--- config.mk ---
export PLATFORM = sky130hd
export DESIGN_NAME = xor_checked_packet_deframer_core
export DESIGN_NICKNAME = d
export VERILOG_FILES = /design/src/hw/rtl/xcpd_pkg.sv /design/src/hw/rtl/xor_checked_packet_deframer_core.sv /design/src/hw/rtl/xcpd_regs.sv /design/src/hw/rtl/xcpd_fsm.sv /design/src/hw/rtl/xcpd_outq.sv
export VERILOG_INCLUDE_DIRS = /design/src /design/src/hw/rtl
export SDC_FILE = /design/constraint.sdc
export NUM_CORES = 1
export LEC_CHECK = 0
export ABC_AREA = 1
export BUFFER_PORTS_ARGS = -buffer_cell sky130_fd_sc_hd__clkbuf_2
export CAP_MARGIN = 15
export CORE_MARGIN = 3
export CORE_UTILIZATION = 45
export CTS_CLUSTER_DIAMETER = 150
export DETAILED_ROUTE_END_ITERATION = 8
export GPL_TIMING_DRIVEN = 0
export HOLD_SLACK_MARGIN = 0.05
export SLEW_MARGIN = 20
export SYNTH_ARGS = -nofsm -noshare
export SYNTH_HDL_FRONTEND = slang
export SYNTH_SLANG_ARGS = --single-unit
--- constraint.sdc ---
create_clock -name clk -period 5.6 [get_ports clk]
set_input_delay 1.12 -clock clk [delete_from_list [all_inputs] [get_ports clk]]
set_output_delay 1.12 -clock clk [all_outputs]
set_load 0.02 [all_outputs]
--- src/hw/rtl/xor_checked_packet_deframer_core_defines.svh ---
// assertion macros shared by the deframer rtl
// no dependencies; included by files that carry concurrent checks
`ifndef XOR_CHECKED_PACKET_DEFRAMER_CORE_DEFINES_SVH
`define XOR_CHECKED_PACKET_DEFRAMER_CORE_DEFINES_SVH
`ifndef SYNTHESIS
`define XCPD_ASSERT(lbl, prop, msg) \
	lbl: assert property (@(posedge clk) disable iff (!arst_n) prop) else $error(msg);
`define XCPD_ASSERT_ALWAYS(lbl, prop, msg) \
	lbl: assert property (@(posedge clk) prop) else $error(msg);
`else
`define XCPD_ASSERT(lbl, prop, msg)
`define XCPD_ASSERT_ALWAYS(lbl, prop, msg)
`endif
`endif

--- src/hw/rtl/xcpd_pkg.sv ---
// shared types, codes and constants for the packet deframer
// no dependencies
package xcpd_pkg;

	localparam logic [7:0]  SOP_BYTE      = 8'h1B;
	localparam logic [7:0]  EOP_BYTE      = 8'h0A;
	localparam logic [7:0]  TYPE_SIG      = 8'h53;
	localparam logic [15:0] TIMEOUT_RESET = 16'd500;
	localparam logic [7:0]  HEADER_RESET  = 8'd30;
	localparam logic [15:0] MAXDATA_RESET = 16'd4096;

	typedef enum logic [1:0] {
		REG_TIMEOUT  = 2'd0,
		REG_HEADER   = 2'd1,
		REG_MAX_DATA = 2'd2
	} reg_idx_t;

	typedef enum logic [3:0] {
		EV_NONE    = 4'd0,
		EV_HDR     = 4'd1,
		EV_DATA    = 4'd2,
		EV_GOOD    = 4'd3,
		EV_BADTYPE = 4'd4,
		EV_SHORT   = 4'd5,
		EV_CKSUM   = 4'd6,
		EV_NOEOP   = 4'd7,
		EV_OVF     = 4'd8,
		EV_TIMEOUT = 4'd9
	} event_t;

	typedef struct packed {
		logic [15:0] timeout_ticks;
		logic [7:0]  header_bytes;
		logic [15:0] max_data_bytes;
	} cfg_t;

	typedef struct packed {
		event_t      event_res;
		logic [7:0]  out_byte;
		logic [15:0] byte_index;
		logic [15:0] data_length;
		logic [31:0] frames_good;
	} res_t;

endpackage

--- src/hw/rtl/xor_checked_packet_deframer_core.sv ---
// channel  | valid/ready                  | payload
// input    | s_axis_tvalid/s_axis_tready  | tdata: rx_byte, tuser: op
// output   | m_axis_tvalid/m_axis_tready  | tdata: out_byte..frames_good, tuser: event_res
// config   | cfg_we (no ready)            | cfg_index, cfg_data
//
// one beat per cycle sustained while the output is ready; a beat passes from input to output
// through the input register, then the step logic into a two-entry result buffer
// arst_n clears the frame state, counters, buffers and restores register defaults
// output stalls back up through the result buffer into the input register
// depends on xcpd_pkg, xcpd_regs, xcpd_fsm, xcpd_outq
module xor_checked_packet_deframer_core
	import xcpd_pkg::*;
(
	input  logic        clk,
	input  logic        arst_n,
	input  logic        s_axis_tvalid,
	output logic        s_axis_tready,
	input  logic [7:0]  s_axis_tdata,   // [7:0] rx_byte
	input  logic [0:0]  s_axis_tuser,   // [0] op
	output logic        m_axis_tvalid,
	input  logic        m_axis_tready,
	output logic [71:0] m_axis_tdata,   // [7:0] out_byte, [23:8] byte_index,
	                                    // [39:24] data_length, [71:40] frames_good
	output logic [3:0]  m_axis_tuser,   // [3:0] event_res
	input  logic        cfg_we,
	input  logic [1:0]  cfg_index,
	input  logic [15:0] cfg_data
);

	cfg_t       cfg;
	res_t       step_res;
	res_t       out_res;
	logic       vld_s1;
	logic       op_s1;
	logic [7:0] byte_s1;
	logic       full;
	logic       step;
	logic       in_beat;

	assign step          = vld_s1 && !full;
	assign s_axis_tready = !vld_s1 || step;
	assign in_beat       = s_axis_tvalid && s_axis_tready;

	always_ff @(posedge clk or negedge arst_n) begin
		if (!arst_n) begin
			vld_s1 <= 1'b0;
		end else if (s_axis_tready) begin
			vld_s1 <= s_axis_tvalid;
		end
	end

	always_ff @(posedge clk) begin
		if (in_beat) begin
			op_s1   <= s_axis_tuser[0];
			byte_s1 <= s_axis_tdata;
		end
	end

	xcpd_regs u_regs (
		.clk       (clk),
		.arst_n    (arst_n),
		.cfg_we    (cfg_we),
		.cfg_index (cfg_index),
		.cfg_data  (cfg_data),
		.cfg       (cfg)
	);

	xcpd_fsm u_fsm (
		.clk     (clk),
		.arst_n  (arst_n),
		.cfg     (cfg),
		.step    (step),
		.op      (op_s1),
		.rx_byte (byte_s1),
		.res     (step_res)
	);

	xcpd_outq u_outq (
		.clk       (clk),
		.arst_n    (arst_n),
		.push      (step),
		.push_res  (step_res),
		.full      (full),
		.pop_valid (m_axis_tvalid),
		.pop_ready (m_axis_tready),
		.pop_res   (out_res)
	);

	assign m_axis_tuser = out_res.event_res;
	assign m_axis_tdata = {out_res.frames_good, out_res.data_length,
	                       out_res.byte_index, out_res.out_byte};

endmodule

--- src/hw/rtl/xcpd_regs.sv ---
// configuration registers of the deframer
// depends on xcpd_pkg
module xcpd_regs
	import xcpd_pkg::*;
(
	input  logic        clk,
	input  logic        arst_n,
	input  logic        cfg_we,
	input  logic [1:0]  cfg_index,
	input  logic [15:0] cfg_data,
	output cfg_t        cfg
);

	cfg_t cfg_q;

	always_ff @(posedge clk or negedge arst_n) begin
		if (!arst_n) begin
			cfg_q.timeout_ticks  <= TIMEOUT_RESET;
			cfg_q.header_bytes   <= HEADER_RESET;
			cfg_q.max_data_bytes <= MAXDATA_RESET;
		end else if (cfg_we) begin
			case (cfg_index)
				REG_TIMEOUT:  cfg_q.timeout_ticks  <= cfg_data;
				REG_HEADER:   cfg_q.header_bytes   <= cfg_data[7:0];
				REG_MAX_DATA: cfg_q.max_data_bytes <= cfg_data;
				default: ;
			endcase
		end
	end

	assign cfg = cfg_q;

endmodule

--- src/hw/rtl/xcpd_fsm.sv ---
// frame parsing state machine: one byte or tick per step
// depends on xcpd_pkg and the assertion macro header
`include "xor_checked_packet_deframer_core_defines.svh"
module xcpd_fsm
	import xcpd_pkg::*;
(
	input  logic       clk,
	input  logic       arst_n,
	input  cfg_t       cfg,
	input  logic       step,
	input  logic       op,
	input  logic [7:0] rx_byte,
	output res_t       res
);

	typedef enum logic [2:0] {
		PH_IDLE, PH_TYPE, PH_LEN, PH_HDR, PH_DATA, PH_CHECK, PH_END, PH_DISCARD
	} phase_t;

	phase_t      phase_q, phase_d;
	logic [7:0]  check_q, check_d;
	logic [15:0] plen_q, plen_d;
	logic [15:0] bcnt_q, bcnt_d;
	logic [15:0] siglen_q, siglen_d;
	logic [15:0] ticks_q, ticks_d;
	logic [31:0] good_q, good_d;

	logic [16:0] bcnt_inc;
	logic [15:0] hdr_len;
	logic [15:0] tick_inc;
	logic [15:0] plen_new;
	event_t      ev;
	logic [7:0]  ob;
	logic [15:0] idx;

	assign bcnt_inc = {1'b0, bcnt_q} + 17'd1;
	// a zero header length counts as one byte
	assign hdr_len  = {8'd0, (cfg.header_bytes == 8'd0) ? 8'd1 : cfg.header_bytes};
	assign tick_inc = (&ticks_q) ? ticks_q : ticks_q + 16'd1;
	assign plen_new = {plen_q[7:0], rx_byte};

	always_comb begin
		phase_d  = phase_q;
		check_d  = check_q;
		plen_d   = plen_q;
		bcnt_d   = bcnt_q;
		siglen_d = siglen_q;
		ticks_d  = ticks_q;
		good_d   = good_q;
		ev       = EV_NONE;
		ob       = 8'd0;
		idx      = 16'd0;
		if (op) begin
			if (phase_q != PH_IDLE) begin
				ticks_d = tick_inc;
				if (tick_inc >= cfg.timeout_ticks) begin
					ev      = EV_TIMEOUT;
					phase_d = PH_IDLE;
				end
			end
		end else begin
			case (phase_q)
				PH_IDLE: begin
					if (rx_byte == SOP_BYTE) begin
						check_d = 8'd0;
						ticks_d = 16'd0;
						phase_d = PH_TYPE;
					end
				end
				PH_TYPE: begin
					check_d = check_q ^ rx_byte;
					plen_d  = 16'd0;
					bcnt_d  = 16'd0;
					if (rx_byte == TYPE_SIG) begin
						phase_d = PH_LEN;
					end else begin
						ev      = EV_BADTYPE;
						phase_d = PH_IDLE;
					end
				end
				PH_LEN: begin
					check_d = check_q ^ rx_byte;
					plen_d  = plen_new;
					bcnt_d  = bcnt_inc[15:0];
					if (bcnt_inc >= 17'd2) begin
						if (plen_new > {8'd0, cfg.header_bytes}) begin
							siglen_d = plen_new - {8'd0, cfg.header_bytes} - 16'd1;
							bcnt_d   = 16'd0;
							phase_d  = PH_HDR;
						end else begin
							ev      = EV_SHORT;
							phase_d = PH_IDLE;
						end
					end
				end
				PH_HDR: begin
					check_d = check_q ^ rx_byte;
					ev      = EV_HDR;
					ob      = rx_byte;
					idx     = bcnt_q;
					bcnt_d  = bcnt_inc[15:0];
					if (bcnt_inc >= {1'b0, hdr_len}) begin
						bcnt_d  = 16'd0;
						phase_d = (siglen_q == 16'd0) ? PH_CHECK : PH_DATA;
					end
				end
				PH_DATA: begin
					if (bcnt_q >= cfg.max_data_bytes) begin
						ev      = EV_OVF;
						phase_d = PH_DISCARD;
					end else begin
						check_d = check_q ^ rx_byte;
						ev      = EV_DATA;
						ob      = rx_byte;
						idx     = bcnt_q;
						bcnt_d  = bcnt_inc[15:0];
						if (bcnt_inc >= {1'b0, siglen_q})
							phase_d = PH_CHECK;
					end
				end
				PH_CHECK: begin
					if (check_q == rx_byte) begin
						phase_d = PH_END;
					end else begin
						ev      = EV_CKSUM;
						phase_d = PH_IDLE;
					end
				end
				PH_END: begin
					if (rx_byte == EOP_BYTE) begin
						good_d = good_q + 32'd1;
						ev     = EV_GOOD;
					end else begin
						ev = EV_NOEOP;
					end
					phase_d = PH_IDLE;
				end
				default: ;
			endcase
		end
	end

	always_ff @(posedge clk or negedge arst_n) begin
		if (!arst_n) begin
			phase_q  <= PH_IDLE;
			check_q  <= 8'd0;
			plen_q   <= 16'd0;
			bcnt_q   <= 16'd0;
			siglen_q <= 16'd0;
			ticks_q  <= 16'd0;
			good_q   <= 32'd0;
		end else if (step) begin
			phase_q  <= phase_d;
			check_q  <= check_d;
			plen_q   <= plen_d;
			bcnt_q   <= bcnt_d;
			siglen_q <= siglen_d;
			ticks_q  <= ticks_d;
			good_q   <= good_d;
		end
	end

	assign res.event_res   = ev;
	assign res.out_byte    = ob;
	assign res.byte_index  = idx;
	assign res.data_length = siglen_d;
	assign res.frames_good = good_d;

	`XCPD_ASSERT(a_good_counts, (step && ev == EV_GOOD) |=> (good_q == $past(good_q) + 32'd1), "good frame not counted")
	`XCPD_ASSERT(a_timeout_idle, (step && ev == EV_TIMEOUT) |=> (phase_q == PH_IDLE), "timeout did not return to idle")
	`XCPD_ASSERT(a_data_in_range, (step && ev == EV_DATA) |-> (bcnt_q < siglen_q), "data index beyond data length")

endmodule

--- src/hw/rtl/xcpd_outq.sv ---
// two-entry result buffer between the step logic and the output stream
// depends on xcpd_pkg and the assertion macro header
`include "xor_checked_packet_deframer_core_defines.svh"
module xcpd_outq
	import xcpd_pkg::*;
(
	input  logic clk,
	input  logic arst_n,
	input  logic push,
	input  res_t push_res,
	output logic full,
	output logic pop_valid,
	input  logic pop_ready,
	output res_t pop_res
);

	res_t       mem_q [2];
	logic       wr_q;
	logic       rd_q;
	logic [1:0] cnt_q;
	logic       pop;

	assign pop       = pop_valid && pop_ready;
	assign full      = (cnt_q == 2'd2);
	assign pop_valid = (cnt_q != 2'd0);
	assign pop_res   = mem_q[rd_q];

	always_ff @(posedge clk) begin
		if (push)
			mem_q[wr_q] <= push_res;
	end

	always_ff @(posedge clk or negedge arst_n) begin
		if (!arst_n) begin
			wr_q  <= 1'b0;
			rd_q  <= 1'b0;
			cnt_q <= 2'd0;
		end else begin
			if (push)
				wr_q <= ~wr_q;
			if (pop)
				rd_q <= ~rd_q;
			case ({push, pop})
				2'b10:   cnt_q <= cnt_q + 2'd1;
				2'b01:   cnt_q <= cnt_q - 2'd1;
				default: cnt_q <= cnt_q;
			endcase
		end
	end

	`XCPD_ASSERT(a_cnt_range, cnt_q != 2'd3, "result buffer count out of range")
	`XCPD_ASSERT(a_no_overrun, push |-> (cnt_q != 2'd2), "push into a full result buffer")
	`XCPD_ASSERT(a_drain, (pop && !push && cnt_q == 2'd1) |=> (cnt_q == 2'd0), "buffer did not drain")

endmodule
Word level (Yosys, flattened, before mapping)
Memories as Yosys holds them, arrays and structs flattened. Index checks and enable logic that the tools add are counted. W data, S select, Z words.

Register bits after elaboration: 153. Latch bits: 0. Memory bits (writable): 152. Memory bits (read-only): 0. Bits of input ports: 32. Output and inout bits: 78. Logic and storage cells: 140. Memories: 1.

Memories: u_outq.mem_q (depth 2, width 76, rd ports 1, clocked after memory_dff 0, write ports 1, RTL line xcpd_outq.sv:17) `res_t mem_q [2];`.

$add $sub $neg: 7. $mul: 0. Divide/modulo/power cells: 0. Order comparisons: 6. Eq/ne operators: 23. Shift operators: 0. Mux-type cells: 54. Bitwise operators: 4. Reduce and logical (&&, ||, !) cells: 29.

Operators by type and width (number): $mux W16 (15); $mux W32 (3); $pmux W16 S4 (1); $mux W8 (5); $mux W3 (13); $add A32 B1 Y32 const B (1); $ge A16 B16 Y1 (2); $pmux W16 S2 (1); $pmux W8 S2 (2); $pmux W4 S6 (1); $pmux W8 S3 (1); $pmux W3 S7 (1); $mux W4 (5); $add A16 B1 Y17 const B (1); $ge A17 B16 Y1 (1); $ge A17 B2 Y1 const B (1); $ge A17 B8 Y1 (1); $add A16 B1 Y16 const B (1); $gt A16 B8 Y1 (1); $logic_not A16 Y1 (1); $reduce_and A16 Y1 (1); $sub A16 B1 Y16 const B (1); $sub A16 B8 Y16 (1); $reduce_bool A2 Y1 (5); 35 further kinds (57).

Logic depth before layout (Yosys ltp)
Depth after elaboration: 6. Depth in mapped cells: 24. Gate-level depth less buffers: 24.

Modules after synthesis
Synthesis repeated with hierarchy kept, for this count alone.

Cell total of the unflattened synthesis: 1918. Area, all modules: 16452.0 um2.

By module, submodules not included: xcpd_fsm (instances 1, cells an instance 1298, area an instance 8683.3 um2, sequential area each 2477.4 um2); xcpd_outq (instances 1, cells an instance 426, area an instance 5764.3 um2, sequential area each 4664.5 um2); xcpd_regs (instances 1, cells an instance 178, area an instance 1685.4 um2, sequential area each 1014.7 um2); xor_checked_packet_deframer_core (instances 1, cells an instance 16, area an instance 319.1 um2, sequential area each 295.3 um2).

Worst setup path before layout
OpenSTA, ideal clock, no wires.

Kind: register to register. Start point: register u_outq.cnt_q[1]. End point: memory u_outq.mem_q[0][0] in the netlist's numbering (enable). Library setup time: 511 ps. Arrival time: 4150 ps. Data required time: 5089 ps. Path slack: 939 ps. Cell stages (with the launch flop): 6. Path buffers: 2. Clock period less this slack: 4661 ps. Cell sequence: dfrtp_1 > inv_1 > o21ai_1 > clkbuf_1 > clkbuf_1 > nor2_1.

Longest elaborated chain between the ends: 5.

RTL lines: start, declared (RTL line xcpd_outq.sv:20) `logic [1:0] cnt_q;`; start signal, assigned (RTL line xcpd_outq.sv:44) `2'b10: cnt_q <= cnt_q + 2'd1;`; start signal, assigned (RTL line xcpd_outq.sv:45) `2'b01: cnt_q <= cnt_q - 2'd1;`; start signal, assigned (RTL line xcpd_outq.sv:46) `default: cnt_q <= cnt_q;`; $eq A2 B2 Y1 (RTL line xcpd_outq.sv:24) `assign full = (cnt_q == 2'd2);`; $logic_not A1 Y1 (RTL line xor_checked_packet_deframer_core.sv:40) `assign step = vld_s1 && !full;`; $logic_and A1 B1 Y1 (RTL line xor_checked_packet_deframer_core.sv:40); $mux W1 (RTL line xcpd_outq.sv:29) `if (push)`; $mux W1 (not written as such) (RTL line xcpd_outq.sv:30) `mem_q[wr_q] <= push_res;`; end, declared (RTL line xcpd_outq.sv:17).

No other way between the ends.

Worst setup path in the final report
Start point: register u_fsm.bcnt_q[0]. End point: register u_fsm.phase_q[2].

Longest elaborated chain between the ends: 4. Elaborated cells between the ends (all ways): 12. Classes of those cells: 1 x add/sub; 4 x order compare; 3 x eq/ne; 3 x mux; 1 x reduce/logical.

RTL lines: start, declared (RTL line xcpd_fsm.sv:23) `logic [15:0] bcnt_q, bcnt_d;`; start signal, assigned (RTL line xcpd_fsm.sv:156) `bcnt_q <= bcnt_d;`; $add A16 B1 Y17 / $ge A16 B16 Y1 (equally long branches) (RTL line xcpd_fsm.sv:36, xcpd_fsm.sv:108); $ge A17 B16 Y1, or another cell as far along (RTL line xcpd_fsm.sv:117) `if (bcnt_inc >= {1'b0, siglen_q})`; $ne A4 B2 Y1 (no line), or another cell as far along; $reduce_and A8 Y1 (no line) / $mux W3 (equally long branches); end signal, assigned (RTL line xcpd_fsm.sv:153) `phase_q <= phase_d;`; end, declared (RTL line xcpd_fsm.sv:20) `phase_t phase_q, phase_d;`.

Parallel ways exist; a longest one is shown, timed or not. A chain may end at the register's enable or synchronous reset.

==> run metrics <==
synthesized area per cell=8.577 um2; register area share after synthesis=52.42%; Place WS=1.638 ns; Resize count post-CTS=0; Hold Vio Cnt, Final=0; Fin Setup TNS=0 ns; Die ar.=38140 um2; routed wire length=42.67 mm; RSZ-0062 raised after global routing=false; WL per Instance=~17 um; CTS tree=built; xor/xnor share of the synthesized area=under 10%; core area=34970 um2; largest family of logic cells by synthesized area=simple AND/OR/NAND/NOR gates; area leader, netlist=edfxtp_1; RePlAce Congestion=roughly 0.91; Row Count=68; CP required=6.01 ns; Fillers=3251; Post-CTS Setup Inserts=0; antenna viol nets, final=0; Crit. End Element=flop; first-pass GRT wire length=68.59 mm; area share of the leading cell type in the synthesized netlist=29.98%; met2 routed WL=19.84 mm; max-cap violations=0; share of cells above drive strength 1=around 11%; Final period util=72.07%; DRC Markers=0; clk buf depth=3; top_reg_cell synth=edfxtp_1; status=finished, final reports clean; critical path fanouts, max=10; final worst slack=~1.6 ns; hold crit path type=reg -> reg; skew final=0.01388 ns; post-synthesis compound-gate area fraction=6.417%; Fmax=0.2478 GHz; diode count=0; flop and latch count out of synthesis=305; Root Driver=clkbuf_16; post-synthesis mux area share=0%; Syn Nets=about 2000; final std cell area, no fill=approximately 19000 um2; Met1 Wirelength=roughly 20 mm; count leader, synth=nand2_1; Finish-stage setup viols=0; area delta synth->final=15.49%; gr usage total=22.48%; Yosys cell types=50; FFs w/ async S/R, synth=47.21%; CTS Buf Count=35; die height=approximately 200 um; top cells by area, synth=edfxtp_1, dfrtp_1, nand2_1, inv_1, ha_1; hpwl dp=32.09 mm; post-synthesis simple-gate area fraction=25.05%; Initial DRC Count=between 700 and 800; clock-pin transition on the worst setup and hold timing paths=about 0.060 ns; startpoint types=flop; # H-tree levels=2; routed wl met3=roughly 1.9 mm; # hold bufs at CTS=0; clock latency on the worst-skew pair=0.52 ns; Synth Area in Adders=5.478%; buffers added on ports=between 100 and 150; mapped cell area=16120 um2; worst path arrival time=4.44 ns; synth warn=0; Worst Hold Slack=roughly 0.49 ns; Commonest cells post-synth=nand2_1, inv_1, edfxtp_1; Slew headroom=38.74%; clock sink count=305; total congestion overflow=0; Pins Over Slew Limit=0; initial core utilization=46.11%; area post-placement=17430 um2; kind of critical path=reg -> reg; Max rail drop VDD=roughly 400 uV; via count=12890; largest net degree at the start of global routing=approximately 80; Syn Inst Count=between 1500 and 2000; I/O pin cnt=between 100 and 150; worst-margin pin slew=0.9105 ns; vias in the first global route=12695; Register Area=8452 um2; PwrDens=about 430 nW/um2; Post-synth EDFFs=161; Via density=5.125; antenna violations before repair=0; static leakage=0.008851 uW; Max Used Layer=met4; minimum clock period=4.036 ns; Die W=195.3 um; Final nets=2135; DRT Pass-1 Iters=5; area of the multi-input gates=6533 um2
through the flow:
step / std cells / utilization [%] / total power (uW)
after floorplan: 1880 / - / 4666
after global placement: 2444 / 49.30 / 5580
after detailed placement: 2451 / 49.85 / 5658
after CTS: 2515 / 53.25 / 8031
after global routing: 2515 / 53.25 / 8393
final: 2515 / 53.25 / 7930
flip-flops by register name (all words and copies together) (netlist names):
| signal | cells |
|---|---|
| u_outq.mem_q | 152 |
| u_regs.cfg | 40 |
| u_fsm.good_q | 32 |
| u_fsm.bcnt_q | 16 |
| u_fsm.siglen_q | 16 |
| u_fsm.ticks_q | 16 |
| byte_s1 | 8 |
| u_fsm.check_q | 8 |
| u_fsm.plen_q | 8 |
| u_fsm.phase_q | 3 |
| u_outq.cnt_q | 2 |
| op_s1 | 1 |
| u_outq.rd_q | 1 |
| u_outq.wr_q | 1 |
| vld_s1 | 1 |
final timing paths:
kind / start / end / slack [ns] / depth (start not counted)
setup / recovery: u_fsm.bcnt_q[0]$_DFFE_PN0P_ / u_fsm.phase_q[2]$_DFFE_PN0P_ / 1.56 / 22
hold / removal: u_regs.cfg[5]$_DFFE_PN0P_ / u_regs.cfg[5]$_DFFE_PN0P_ / 0.49 / 2
setup reg to reg: u_fsm.bcnt_q[0]$_DFFE_PN0P_ / u_fsm.phase_q[2]$_DFFE_PN0P_ / 1.56 / 22
hold reg to reg: u_regs.cfg[5]$_DFFE_PN0P_ / u_regs.cfg[5]$_DFFE_PN0P_ / 0.49 / 2
max in group asynchronous: arst_n / u_fsm.siglen_q[9]$_DFFE_PN0P_ / 4.19 / 2
min in group asynchronous: arst_n / u_fsm.ticks_q[14]$_DFFE_PN0P_ / 0.59 / 1
layer usage:
layer	GRT usage [%]	up-vias
met2	36.75	306
li1	-	6429
met5	0	-
met1	31.51	6079
met3	2.795	76
met4	7.050	0
logic make-up (layout without fill, tap and decap cells):
family                   Yosys count  in the layout
buffers and inverters            302            482
AO/OA/AOI/OAI                    196            196
flip-flops                       305            305
adder cells (fa/ha/maj)           70             70
XOR/XNOR                          64             64
AND/OR/NAND/NOR                  943            943
critical path, stage by stage, from the launching register on:
cell     delay [ns]
dfrtp_1        0.66
ha_1           0.35
nand2_1        0.10
nor2_1         0.31
nand2_1        0.17
xor2_1         0.52
inv_1          0.18
ha_1           0.34
nand2_1        0.07
nor2_1         0.14
nand2_1        0.06
nor2_1         0.10
nand4_1        0.09
nor2_1         0.10
nand3_1        0.08
nand2_1        0.10
nor2_1         0.05
nand2_1        0.07
nand2_1        0.07
nand2_1        0.13
nand2_1        0.11
nand2_1        0.08
nand2_1        0.05
area by class of cell:
cell class,count,area share (%)
plain buffers,55,1.223
clock buffers,44,5.053
clock inverters,20,1.330
inverters,247,4.979
multi-input cells,1273,35.08
flip-flops and latches,305,45.39
well taps,455,3.057
repair buffers,116,3.890
placed cells by master, fill, tap and decap left out, types with 8 or more instances in the layout:
master     synthesis  final
xnor2_1            9      9
nor4_1             8      8
dfrtp_1          133    133
nor3_1            51     51
a21oi_1           41     41
nand2_1          615    615
nand4_1           46     46
o21ai_0          128    128
clkbuf_16          0     36
nor2_1           100     98
edfxtp_1         161    161
inv_1            238    238
nand3_1           83     83
clkbuf_2           0    108
buf_1              8      8
dfstp_2           11     11
ha_1              69     69
xor2_1            55     55
clkbuf_1          40     47
power by group:
| part | leakage [uW] | switching, uW | internal, uW | total, uW |
|---|---|---|---|---|
| registers | 0.00348 | 163 | 2890 | 3050 |
| clock network | 0.000576 | 921 | 1430 | 2350 |
| logic | 0.00480 | 1800 | 725 | 2520 |
| total | 0.00885 | 2880 | 5050 | 7930 |
(Power assumes the default switching activity.)
